[config.mk]
export PLATFORM = sky130hd
export DESIGN_NAME = stopwatch_lap_recorder
export DESIGN_NICKNAME = d
export VERILOG_FILES = /design/src/swlr_pkg.sv /design/src/stopwatch_lap_recorder.sv
export VERILOG_INCLUDE_DIRS = /design/src /design/src/src
export SDC_FILE = /design/constraint.sdc
export NUM_CORES = 1
export LEC_CHECK = 0
export BUFFER_PORTS_ARGS = -buffer_cell sky130_fd_sc_hd__buf_4
export CAP_MARGIN = 20
export CORE_AREA = 2 2 247 249
export CTS_CLUSTER_SIZE = 25
export DETAILED_ROUTE_END_ITERATION = 10
export DIE_AREA = 0 0 249 251
export HOLD_SLACK_MARGIN = 0.15
export PLACE_DENSITY_LB_ADDON = 0.25
export SYNTH_ARGS = -nofsm -noshare
export SYNTH_HDL_FRONTEND = slang
export SYNTH_SLANG_ARGS = --single-unit
[constraint.sdc]
create_clock -name clk -period 3.62 [get_ports clk]
set_input_delay 0.724 -clock clk [delete_from_list [all_inputs] [get_ports clk]]
set_output_delay 0.724 -clock clk [all_outputs]
set_load 0.02 [all_outputs]
[src/assert_macros.svh]
// Assertion macros used by the stopwatch lap recorder RTL
`ifndef ASSERT_MACROS_SVH
`define ASSERT_MACROS_SVH
`ifndef SYNTH
`define ASSERT_PROP(label, clk, rst_n, prop) \
	label: assert property (@(posedge clk) disable iff (!rst_n) prop) \
		else $error("property violated");
`define ASSERT_NEVER(label, clk, rst_n, cond) \
	label: assert property (@(posedge clk) disable iff (!rst_n) !(cond)) \
		else $error("forbidden condition seen");
`else
`define ASSERT_PROP(label, clk, rst_n, prop)
`define ASSERT_NEVER(label, clk, rst_n, cond)
`endif
`endif

[src/swlr_pkg.sv]
// Types and constants of the stopwatch lap recorder
`default_nettype none
package swlr_pkg;

	localparam int CENTI_WRAP = 100;
	localparam int SEC_WRAP   = 60;
	localparam int MIN_WRAP   = 100;
	localparam int LAP_DEPTH_DEF = 20;

	localparam logic [2:0] ACT_TICK   = 3'd0;
	localparam logic [2:0] ACT_TOGGLE = 3'd1;
	localparam logic [2:0] ACT_LAP    = 3'd2;
	localparam logic [2:0] ACT_CLEAR  = 3'd3;
	localparam logic [2:0] ACT_READ   = 3'd4;

	typedef struct packed {
		logic [2:0] action;
		logic [4:0] lap_index;
	} evt_t;

	typedef struct packed {
		logic [6:0] minutes;
		logic [5:0] seconds;
		logic [6:0] centis;
	} lap_t;

	typedef struct packed {
		logic [6:0] minutes;
		logic [5:0] seconds;
		logic [6:0] centis;
		logic       running;
		logic [4:0] lap_count;
		logic       lap_valid;
		logic [6:0] lap_minutes;
		logic [5:0] lap_seconds;
		logic [6:0] lap_centis;
	} res_t;

endpackage
`default_nettype wire

[src/stopwatch_lap_recorder.sv]
// Stopwatch with lap store: one event in, one status item out
// Path: an accepted event is registered in s1, then in res. Throughput:
// one event per cycle unless res_ready stalls; the state update and the
// lap store access (one write or one registered read) share a cycle.
// Reset: arst_n clears time, run flag, lap count and valid flags; the
// lap store itself is not cleared, only entries below the count are read.
`default_nettype none
module stopwatch_lap_recorder #(
	parameter int LAP_DEPTH = swlr_pkg::LAP_DEPTH_DEF
) (
	input  wire logic           clk,
	input  wire logic           arst_n,
	input  wire logic           evt_valid,
	output logic                evt_ready,
	input  wire swlr_pkg::evt_t evt,
	output logic                res_valid,
	input  wire logic           res_ready,
	output swlr_pkg::res_t      res
);
`include "assert_macros.svh"

	localparam int AW   = (LAP_DEPTH > 1) ? $clog2(LAP_DEPTH) : 1;
	localparam int CW   = $clog2(LAP_DEPTH + 1);
	localparam int CMPW = (CW > 5) ? CW : 5;
	localparam int IW   = (AW > 5) ? AW : 5;

	// architectural state
	logic [6:0]    centi_q, centi_nxt;
	logic [5:0]    sec_q, sec_nxt;
	logic [6:0]    min_q, min_nxt;
	logic          run_q, run_nxt;
	logic [CW-1:0] cnt_q, cnt_nxt;

	swlr_pkg::lap_t mem_q [LAP_DEPTH];

	logic          accept, move;
	logic          wr_en, rd_hit;
	logic [AW-1:0] waddr, raddr;
	logic [IW-1:0] idx_ext;

	logic           valid_s1;
	logic           hit_s1;
	swlr_pkg::res_t base_s1;
	swlr_pkg::lap_t rdata_s1;
	logic           res_valid_q;
	swlr_pkg::res_t res_nxt;
	swlr_pkg::res_t res_q;

	assign move      = valid_s1 && (!res_valid_q || res_ready);
	assign evt_ready = !valid_s1 || move;
	assign accept    = evt_valid && evt_ready;

	assign idx_ext = IW'(evt.lap_index);
	assign raddr   = idx_ext[AW-1:0];
	assign waddr   = cnt_q[AW-1:0];

	always_comb begin
		centi_nxt = centi_q;
		sec_nxt   = sec_q;
		min_nxt   = min_q;
		run_nxt   = run_q;
		cnt_nxt   = cnt_q;
		wr_en     = 1'b0;
		rd_hit    = 1'b0;
		unique case (evt.action)
			swlr_pkg::ACT_TICK: begin
				if (run_q) begin
					if (centi_q == 7'(swlr_pkg::CENTI_WRAP - 1)) begin
						centi_nxt = '0;
						if (sec_q == 6'(swlr_pkg::SEC_WRAP - 1)) begin
							sec_nxt = '0;
							if (min_q == 7'(swlr_pkg::MIN_WRAP - 1))
								min_nxt = '0;
							else
								min_nxt = min_q + 7'd1;
						end else begin
							sec_nxt = sec_q + 6'd1;
						end
					end else begin
						centi_nxt = centi_q + 7'd1;
					end
				end
			end
			swlr_pkg::ACT_TOGGLE: begin
				run_nxt = !run_q;
			end
			swlr_pkg::ACT_LAP: begin
				if (run_q) begin
					if (cnt_q < CW'(LAP_DEPTH)) begin
						wr_en   = 1'b1;
						cnt_nxt = cnt_q + CW'(1);
					end else begin
						// full store: the press wipes all laps
						cnt_nxt = '0;
					end
				end
			end
			swlr_pkg::ACT_CLEAR: begin
				if (!run_q) begin
					centi_nxt = '0;
					sec_nxt   = '0;
					min_nxt   = '0;
					cnt_nxt   = '0;
				end
			end
			swlr_pkg::ACT_READ: begin
				// count never exceeds the depth, so this also bounds the address
				rd_hit = CMPW'(evt.lap_index) < CMPW'(cnt_q);
			end
			default: begin
			end
		endcase
	end

	always_ff @(posedge clk or negedge arst_n) begin
		if (!arst_n) begin
			centi_q <= '0;
			sec_q   <= '0;
			min_q   <= '0;
			run_q   <= 1'b0;
			cnt_q   <= '0;
		end else if (accept) begin
			centi_q <= centi_nxt;
			sec_q   <= sec_nxt;
			min_q   <= min_nxt;
			run_q   <= run_nxt;
			cnt_q   <= cnt_nxt;
		end
	end

	// lap store: one write or one read per item
	always_ff @(posedge clk) begin
		if (accept && wr_en)
			mem_q[waddr] <= '{minutes: min_q, seconds: sec_q, centis: centi_q};
		if (accept && rd_hit)
			rdata_s1 <= mem_q[raddr];
	end

	always_ff @(posedge clk or negedge arst_n) begin
		if (!arst_n)
			valid_s1 <= 1'b0;
		else if (accept)
			valid_s1 <= 1'b1;
		else if (move)
			valid_s1 <= 1'b0;
	end

	always_ff @(posedge clk) begin
		if (accept) begin
			hit_s1  <= rd_hit;
			base_s1 <= '{
				minutes:     min_nxt,
				seconds:     sec_nxt,
				centis:      centi_nxt,
				running:     run_nxt,
				lap_count:   5'(cnt_nxt),
				lap_valid:   rd_hit,
				lap_minutes: '0,
				lap_seconds: '0,
				lap_centis:  '0
			};
		end
	end

	always_ff @(posedge clk or negedge arst_n) begin
		if (!arst_n)
			res_valid_q <= 1'b0;
		else if (move)
			res_valid_q <= 1'b1;
		else if (res_ready)
			res_valid_q <= 1'b0;
	end

	always_comb begin
		res_nxt = base_s1;
		if (hit_s1) begin
			res_nxt.lap_minutes = rdata_s1.minutes;
			res_nxt.lap_seconds = rdata_s1.seconds;
			res_nxt.lap_centis  = rdata_s1.centis;
		end
	end

	always_ff @(posedge clk) begin
		if (move)
			res_q <= res_nxt;
	end

	assign res_valid = res_valid_q;
	assign res       = res_q;

	`ASSERT_NEVER(a_cnt_bound, clk, arst_n, cnt_q > CW'(LAP_DEPTH))
	`ASSERT_NEVER(a_centi_range, clk, arst_n, centi_q > 7'(swlr_pkg::CENTI_WRAP - 1))
	`ASSERT_NEVER(a_sec_range, clk, arst_n, sec_q > 6'(swlr_pkg::SEC_WRAP - 1))
	`ASSERT_NEVER(a_min_range, clk, arst_n, min_q > 7'(swlr_pkg::MIN_WRAP - 1))
	`ASSERT_PROP(a_accept_fills_s1, clk, arst_n, accept |=> valid_s1)
	`ASSERT_NEVER(a_miss_zero, clk, arst_n, res_valid && !res.lap_valid && (res_nxt != res_nxt || |res.lap_minutes || |res.lap_seconds || |res.lap_centis))

endmodule
`default_nettype wire

==> out/qor.yml, run 1 <==
final_layout:
  fin_area_um2: 24100
  layout_commonest_cell: "edfxtp_1"
  drive_above_1_share_pct: 25.1
  layout_common_cells: "edfxtp_1, buf_4, nand2_1"
  fin_nets: 1340
  antenna_cells: 0
  fillers: 5388
  syn2layout_area_growth_pct: 16.5
grt:
  antenna_found_initial: 1
  grt_usage_pct: 15.8
  grt_pass1_wl_um: 73800
  overflow: 0
  first_global_vias: 11600
  grt_max_degree: 97
critical_path:
  slowest_stage: "nor3_1"
  path_cells: "buf_4, ha_1, nand4b_1, nor3_1, o21ai_0, and3_1, a221o_1"
  arrival_ps: 3120
  cp_max_fo: 25
  crit_required_ps: 3950
  end_kind: "flop"
  startpoint_type: "flop"
  worst-setup-path-type: "reg -> reg"
  path_buf_inv: 1
  critical_path.max_stage_delay_ps: 680
  worst_path_dominant_cell_family: "simple AND/OR/NAND/NOR gates"
synth:
  synth-seq-cells: 522
  synth_ff_type: "edfxtp_1"
  syn_area_um2: 20700
  avgSynthCellArea_um2: 17.3
  synth_area_leader_cell: "edfxtp_1"
  syn-num-nets: 1220
  synth-async-reset-ratio_pct: 5.36
  ys_seq_area_share_pct: 75.0
  synthTopCellsByArea: "edfxtp_1, mux4_2, dfrtp_1"
  synth_cells: 1197
  synth_cell_types: 57
  synth_top_area_share_pct: 71.6
  synth_edf_count: 494
  yosysWarnings: 0
clock_tree:
  cts_sinks: 522
  clkLatencyLatePin_ps: 590
  clockBufferDepth: 3
  cts_max_level: 2
  post_cts_buffers: 0
  cts-root-buf: "clkbuf_16"
  cts_resized: 0
  cts-buffers-inserted: 55
  clkTransAtPathRegs_ps: 60
  cts_hold_buffers: 1
  tritoncts: "yes"
routing:
  drt_iter0_drc: 975
  vias_per_cell: 5.20
  routedWlPerCell_um: 23.1
  drc_errors: 0
  postRouteAntennaNets: 0
  totalWireLength_um: 49500
  vias: 11100
  first_pass_iters: 6
sta:
  setup_ws_ps: 828
  worst_pin_slew_ps: 945
  drv_slew: 0
  period_needed_ps: 2790
  grt_setup_unrepaired: "no"
  max_slew_margin_pct: 37.0
  skew_ps: 13.7
  fmax_ghz: 0.358
  totalNegativeSetupSlack_ps: 0
  setup_viol: 0
  hold_viol: 0
  finalCritPeriodShare_pct: 77.1
  whs_ps: 334
pwr:
  p_per_area_nw_per_um2: 566
  power_mw: 13.7
  leakagePower_nw: 8.18
  ir_worst_vdd_uv: 297
placed_design:
  place_ws_ps: 670
  place_hpwl_um: 29500
  gp_congestion: 0.789
  placed_cell_area_um2: 22500
  port_buffers: 60
floorplan:
  dieArea_um2: 62500
  rows: 90
  num_io_pins: 61
  fp.dieH_um: 251
  core_area_um2: 59800
  start_util_pct: 34.6
  dieWidth_um: 249
status:
  outcome: "completed"
worst_hold_path:
  hold_path.class: "in -> reg"
run:
  timing.max_cap.violations: 0
## power by group
part | internal, mW | switching [mW] | total (mW) | leakage (nW)
sequential | 6.97 | 0.213 | 7.19 | 5.04
clock | 2.91 | 2.25 | 5.16 | 0.819
combinational | 0.464 | 0.839 | 1.30 | 2.32
total | 10.4 | 3.30 | 13.7 | 8.18
## layer usage
metal	share of wire [%]	GRT usage (%)	up-vias
met5	0	0	-
met4	2.4	4.80	0
met3	4.7	2.10	73
met2	48	26.5	293
met1	44	21.6	5774
li1	-	-	4992
## cells by family after synthesis
family | share of synthesized area [%]
flip-flops | 75.0
adder cells (fa/ha/maj) | 0.665
buffers and inverters | 1.52
AO/OA/AOI/OAI | 6.31
multiplexers | 10.0
XOR/XNOR | 0.0846
AND/OR/NAND/NOR | 6.37
## area by class of cell
class	instances	area [µm²]	area share (%)
repair buffers	126	1000	4.15
clock buffers	65	1450	6.03
inverters	12	45.0	0.187
flip-flops and latches	522	15500	64.4
clock inverters	35	190	0.788
well taps	782	978	4.06
multi-input cells	600	4920	20.4
## state kept, by name (all words and copies together), names as in the netlist
register and cells:
res_valid 1, valid_s1 1, res 47, cnt_q 5, run_q 1, min_q 7
rdata_s1 20, base_s1 27, sec_q 6, centi_q 7, mem_q 400
## metrics by stage
stage	instances	util, %
floorplan	1197	-
CTS	2142	40.3
global placement	2041	37.6
finish	2142	40.3
global route	2142	40.3
detailed placement	2041	37.6
## final timing paths
kind,depth (start not counted),slack [ps],startpoint,endpoint
worst min register to register,0,420,base_s1[45],res[45]
min in group asynchronous,2,610,arst_n,min_q[2]
worst min-delay path,2,330,evt_valid,valid_s1
worst max register to register,7,830,min_q[1],base_s1[45]
max in group asynchronous,2,2700,arst_n,run_q
worst max-delay path,7,830,min_q[1],base_s1[45]
## cells in the mapped netlist, types with 14 or more instances
cell type  instances
mux2i_1           25
and2_1            21
a211oi_1          23
o22ai_1           20
nor2_1            55
dfrtp_1           28
o21ai_0           40
mux2_2            42
mux4_2            60
nand2_1           64
a22oi_1           19
buf_2             14
a31oi_1           26
edfxtp_1         494
a21oi_1           37
nor2b_1           44
clkbuf_1          38
Power figures use the tool's default switching activity.
==> run 2, diff against run 1 <==
Settings changed: ABC_AREA set to 1.
Clock period 3.62 ns to 2.7 ns, I/O delays scaled along.
==> run 2 against run 1 <==
Largest cell class unchanged. Clock skew up 20 ps. Sequential share of layout area down 1.1 points. Register-to-register slack got worse by 480 ps. Count of clock-buffer cells in the layout increased by 10. Synthesized cell count rose by 32%. Area after synthesis rose by 0.32%. Core utilization increased by 0.68 points. Cell area increased by 1.7%. First-iteration DRC count up 31%. Critical path type unchanged. Final cell count increased by 18%. Highest routed layer unchanged. Setup slack lost 480 ps.
==> out/qor.yml, run 2 <==
status:
  outcome: "completed"
synth:
  synthSimpleGateAreaFrac_pct: 10.4  # +4.1 points
  synth_edf_count: 494  # unchanged
  ys_seq_area_share_pct: 74.8  # -0.24 points
  synth.mux.area_fraction_pct: 0.0482  # -10 points
  synth_top_area_share_pct: 71.4  # -0.23 points
  netlist_top_cells_count: "edfxtp_1, nor2_1, o21ai_0"
  post-synth-top-count-cell: "edfxtp_1"
  synth_top_family_by_area: "compound AO/OA/AOI/OAI gates"
  syn-num-nets: 1607  # +32%
  avgSynthCellArea_um2: 13.1  # -24%
  synth_ff_type: "edfxtp_1"
  synthXorXnorAreaFrac_pct: 0.169  # +0.084 points
  synthAdderAreaFrac_pct: 0.663  # -0.0021 points
  synth_compound_area_share_pct: 10.6  # +4.3 points
  synth_area_leader_cell: "edfxtp_1"
  synth_cells: 1584  # +32%
  synth-async-reset-ratio_pct: 5.36  # unchanged
  synthTopCellsByArea: "edfxtp_1, o21ai_0, nor2_1"
  yosysWarnings: 0  # unchanged
  syn_area_um2: 20800  # +0.32%
  synth-seq-cells: 522  # unchanged
  synth_cell_types: 41  # -28%
sta:
  period_needed_ps: 2350  # -443 ps
  setup_viol: 0  # unchanged
  max_slew_margin_pct: 47.1  # +10 points
  hold_viol: 0  # unchanged
  whs_ps: 208  # -126 ps
  drv_slew: 0  # unchanged
  worst_pin_slew_ps: 793  # -152 ps
  grt_setup_unrepaired: "no"
  fmax_ghz: 0.426  # +19%
  skew_ps: 33.7  # +20.0 ps
  setup_ws_ps: 352  # -477 ps
  totalNegativeSetupSlack_ps: 0  # unchanged
  finalCritPeriodShare_pct: 87.0  # +9.9 points
critical_path:
  cp_max_fo: 14  # -44%
  worst-setup-path-type: "reg -> reg"
  end_kind: "flop"
  crit_required_ps: 3020  # -930 ps
  startpoint: "cnt_q[2]"
  arrival_ps: 2660  # -460 ps
  r2r-start: "cnt_q[2]"
  startpoint_type: "flop"
clock_tree:
  cts_max_level: 2  # unchanged
  clkTransAtPathRegs_ps: 70  # about the same
  tritoncts: "yes"
  clkLatencyLatePin_ps: 620  # +30 ps
  clockBufferDepth: 3  # unchanged
  cts-buffers-inserted: 54  # -1.8%
  cts_sinks: 522  # unchanged
  cts-root-buf: "clkbuf_16"
  cts_resized: 0  # unchanged
worst_hold_path:
  min_from: "res_ready"
  hold_path.class: "in -> reg"
run:
  timing.max_cap.violations: 0  # unchanged
grt:
  grt_pass1_wl_um: 81500  # +10%
  antenna_found_initial: 0  # -1
  grt_usage_pct: 17.2  # +1.4 points
  overflow: 0  # unchanged
  grt_max_degree: 107  # +10%
  first_global_vias: 12800  # +11%
floorplan:
  dieWidth_um: 249  # unchanged
  fp.dieH_um: 251  # unchanged
  rows: 90  # unchanged
  num_io_pins: 61  # unchanged
  core_area_um2: 59800  # unchanged
  start_util_pct: 34.7  # +0.11 points
  dieArea_um2: 62500  # unchanged
routing:
  vias_per_cell: 5.23  # +0.56%
  drc_errors: 0  # unchanged
  first_pass_iters: 5  # -1
  routedWlPerCell_um: 21.6  # -6.6%
  totalWireLength_um: 54500  # +10%
  drt_iter0_drc: 1280  # +31%
  vias: 13200  # +18%
  postRouteAntennaNets: 0  # unchanged
final_layout:
  fin_area_um2: 24500  # +1.7%
  largest_reg_flops: 400  # unchanged
  fin_nets: 1719  # +28%
  layout_commonest_cell: "edfxtp_1"
  drive_above_1_share_pct: 15.7  # -9.3 points
  syn2layout_area_growth_pct: 18.1
  layout_common_cells: "edfxtp_1, o21ai_0, nor2_1"
  max_flop_register: "mem_q"
  antenna_cells: 0  # unchanged
pwr:
  ir_worst_vdd_uv: 502  # +69%
  p_per_area_nw_per_um2: 775  # +37%
  leakagePower_nw: 8.56  # +4.7%
placed_design:
  gp_congestion: 0.876  # +11%
  place_hpwl_um: 34200  # +16%
  placed_cell_area_um2: 22800  # +1.6%
  port_buffers: 60  # unchanged
  place_ws_ps: 126  # -544 ps
[run 2: cell types whose count changed after synthesis, sizes merged, moves of 55 or more]
cell and delta:
nor2 +186, inv +55, o221ai +81, nand3 +66, nand2 +124, o21ai +206
mux4 -60
[run 2: report_power, final]
group          total (mW)  internal [mW]  switching, mW
Combinational        2.22          0.551           1.67
Sequential           9.64           9.48          0.153
Clock                7.16           4.09           3.07
Total                19.0           14.1           4.88
[run 2: per-layer routing]
metal  track usage, %  part of all wire (%)  up-vias
met4             5.30                   2.3        0
met2             28.6                    48      408
li1                 -                     -     6062
met1             23.7                    44     6639
met3             2.24                   5.3       77
met5                0                     0        -
[run 2: kinds of logic after synthesis]
family	after synthesis
AND/OR/NAND/NOR	522
flip-flops	522
AO/OA/AOI/OAI	363
buffers and inverters	161
adder cells (fa/ha/maj)	11
XOR/XNOR	4
multiplexers	1
[run 2: worst paths after layout]
check	endpoint	slack, ps	cells after the start
max	mem_q[13][17]	350	6
min	res_valid	210	4
max reg2reg	mem_q[13][17]	350	6
min reg2reg	res[41]	420	0
max in group asynchronous	centi_q[2]	2000	2
min in group asynchronous	cnt_q[4]	400	2
[run 2: what timing repair did]
| action | 4_1_cts | 5_1_grt |
|---|---|---|
| hold buffers | 1 | 0 |
| setup endpoints to repair | 0 | 0 |
| endpoints found under the hold margin | 28 | 0 |
| setup buffers | 0 | 0 |
[run 2: layout make-up]
class	instances	area, µm²
flip-flops and latches	522	15500
multi-input cells	901	4640
clock inverters	26	214
repair buffers	147	1440
clock buffers	75	1470
inverters	70	267
well taps	782	978
fillers	5495	35300
[run 2: critical path: stages, from the launching register on]
cell and delay, ps:
dfrtp_1 450, o21ai_0 310, nand3_1 210, nor2_1 240, nand2_1 320, nor2_2 320
buf_12 190
[run 2: through the flow]
| step | power (mW) | std cells | util [%] |
|---|---|---|---|
| 6_report | 19.0 | 2523 | 41.0 |
| 5_1_grt | 19.7 | 2523 | 41.0 |
| 4_1_cts | 19.2 | 2523 | 41.0 |
| 3_5_place_dp | 12.1 | 2421 | 38.2 |
| 3_3_place_gp | 12.0 | 2421 | 38.2 |
| 2_1_floorplan | 10.9 | 1584 | - |
==> run 3, diff against run 2 <==
Settings changed: MAX_ROUTING_LAYER set to met4.
Clock period 2.7 ns to 2.3 ns, I/O delays scaled along.
==> run 3 against run 2 <==
Clock skew down 10 ps. Sequential share of layout area decreased by 0.76 points. Core utilization grew 0.50 points. Combinational power grew 22%. Sequential cell count is the same. Final cell count is 0.48% higher. First-iteration DRC count down 11%. Highest routed layer unchanged. Count of clock-buffer cells in the layout decreased by 8. Register-to-register slack got worse by 90 ps. Global-route usage increased by 0.45 points. Cell area rose by 1.2%.
==> out/qor.yml, run 3 (synthesized netlist as in run 2, its figures left out) <==
final_layout:
  layout_common_cells: "edfxtp_1, o21ai_0, nor2_1"
  fin_nets: 1736  # +0.99%
  seqCellArea_um2: 15500  # unchanged
  largest_reg_flops: 400  # unchanged
  syn2layout_area_growth_pct: 19.6
  max_flop_register: "mem_q"
  drive_above_1_share_pct: 17.0  # +1.3 points
  layout_commonest_cell: "edfxtp_1"
  fillers: 5477  # -0.33%
  multi_input_area_um2: 4650  # +0.38%
critical_path:
  end_kind: "flop"
  cp_max_fo: 12  # -2
  worst-setup-path-type: "in -> reg"
  path_buf_inv: 6  # +5
  startpoint_type: "input port"
  arrival_ps: 2340  # -320 ps
  path_cells: "dlygate4sd3_1, buf_4, inv_1, nand3_1, nand2_1, nor2_1, buf_4, nand2_1, buf_12, nor2_2, buf_4"
  worst_path_dominant_cell_family: "buffers and inverters"
  critical_path.max_stage_delay_ps: 530  # +80 ps
  crit_required_ps: 2580  # -440 ps
  slowest_stage: "dlygate4sd3_1"
  crit_top_cell: "buf_4"
pwr:
  leakagePower_nw: 8.71  # +1.7%
  p_comb_share_pct: 11.9  # +0.2 points
  switching_power_mw: 5.64  # +16%
  seq_power_share_pct: 49.8  # -0.9 points
  p_per_area_nw_per_um2: 911  # +18%
  cellInternalPower_mw: 17.0  # +20%
  switching_share_pct: 24.9  # -0.76 points
  pwr-share-clk_pct: 38.3  # +0.7 points
  ir_worst_vdd_uv: 594  # +18%
placed_design:
  gp_congestion: 0.861  # -1.7%
  port_buffers: 60  # unchanged
  place_ws_ps: 73.6  # -52.1 ps
  place_hpwl_um: 34000  # -0.76%
grt:
  grt_usage_pct: 17.7  # +0.45 points
  grt_pass1_wl_um: 80700  # -0.99%
  overflow: 0  # unchanged
  first_global_vias: 12900  # +0.59%
  grt_max_degree: 59  # -45%
  antenna_found_initial: 4  # +4
worst_hold_path:
  hold_path.class: "in -> async"
clock_tree:
  cts-root-buf: "clkbuf_16"
  clkLatencyLatePin_ps: 600  # -20 ps
  tritoncts: "yes"
  cts_sinks: 522  # unchanged
  cts_max_level: 2  # unchanged
  post_cts_buffers: 0  # unchanged
  cts_resized: 0  # unchanged
  clkTransAtPathRegs_ps: 60  # about the same
  cts_hold_buffers: 2  # +1
  clockBufferDepth: 3  # unchanged
  cts-buffers-inserted: 53  # -1.9%
floorplan:
  num_io_pins: 61  # unchanged
  dieWidth_um: 249  # unchanged
  core_area_um2: 59800  # unchanged
  rows: 90  # unchanged
  fp.dieH_um: 251  # unchanged
  start_util_pct: 34.7  # unchanged
  dieArea_um2: 62500  # unchanged
sta:
  worst_pin_slew_ps: 781  # -12.8 ps
  hold_viol: 0  # unchanged
  totalNegativeSetupSlack_ps: 0  # unchanged
  max_slew_margin_pct: 47.9  # +0.79 points
  finalCritPeriodShare_pct: 89.6
  drv_slew: 0  # unchanged
  skew_ps: 23.7  # -10.0 ps
  setup_ws_ps: 239  # -113 ps
  period_needed_ps: 2060
  fmax_ghz: 0.485
  grt_setup_unrepaired: "no"
  setup_viol: 0  # unchanged
routing:
  totalWireLength_um: 54200  # -0.48%
  drt_iter0_drc: 1142  # -11%
  drc_errors: 0  # unchanged
  first_pass_iters: 5  # unchanged
  postRouteAntennaNets: 0  # unchanged
  routedWlPerCell_um: 21.4  # -0.96%
  vias: 13200  # -0.16%
  vias_per_cell: 5.19  # -0.63%
run:
  timing.max_cap.violations: 0  # unchanged
status:
  outcome: "completed"
-- run 3: cell types whose count changed in the layout (fill, tap and decap cells not counted), moves of 2 or more --
cell and delta:
buf_4 +10, clkbuf_1 -7, buf_12 +7, bufinv_16 +4, diode_2 +2, clkinv_1 -4
-- run 3: cell type report --
| cell class | count | area share [%] |
|---|---|---|
| timing repair buffer | 165 | 6.69 |
| antenna | 2 | 0.0202 |
| tap | 782 | 3.94 |
| inverter | 70 | 1.08 |
| clock buffer | 67 | 5.76 |
| clock inverter | 26 | 1.22 |
| sequential | 522 | 62.6 |
| multi-input combinational | 901 | 18.7 |
-- run 3: power by group through the flow --
stage / registers [mW] / logic [mW] / clock network (mW)
3_3_place_gp: 11.5 / 2.70 / 0
6_report: 11.3 / 2.70 / 8.66
4_1_cts: 11.3 / 2.73 / 8.81
2_1_floorplan: 11.8 / 1.03 / 0
5_1_grt: 11.3 / 2.92 / 9.15
3_5_place_dp: 11.5 / 2.73 / 0
-- run 3: worst paths after layout --
check | slack, ps | from | depth (start not counted) | endpoint
worst max-delay path | 240 | res_ready | 11 | mem_q[6][10]
worst min-delay path | 350 | arst_n | 2 | min_q[4]
worst max register to register | 260 | cnt_q[4] | 6 | rdata_s1[19]
worst min register to register | 410 | base_s1[24] | 0 | res[24]
max in group asynchronous | 1640 | arst_n | 2 | min_q[0]
min in group clk | 350 | evt[5] | 5 | run_q
-- run 3: routing by layer --
| metal | vias up | wire length [µm] | GRT usage, % |
|---|---|---|---|
| met1 | 6598 | 23200 | 22.0 |
| met5 | - | 0 | - |
| li1 | 6088 | - | - |
| met2 | 349 | 26400 | 28.9 |
| met3 | 130 | 2600 | 3.19 |
| met4 | 0 | 2050 | 6.58 |
-- run 3: through the flow --
| stage | cell area, µm² | power [mW] | hold slack (ps) | utilization (%) | cells |
|---|---|---|---|---|---|
| floorplan | 20800 | 12.8 | 164 | - | 1584 |
| global route | 24800 | 23.4 | 334 | 41.5 | 2534 |
| CTS | 24800 | 22.8 | 306 | 41.5 | 2533 |
| finish | 24800 | 22.6 | 347 | 41.5 | 2535 |
| global placement | 23100 | 14.2 | 404 | 38.6 | 2438 |
| detailed placement | 23100 | 14.2 | 406 | 38.6 | 2438 |
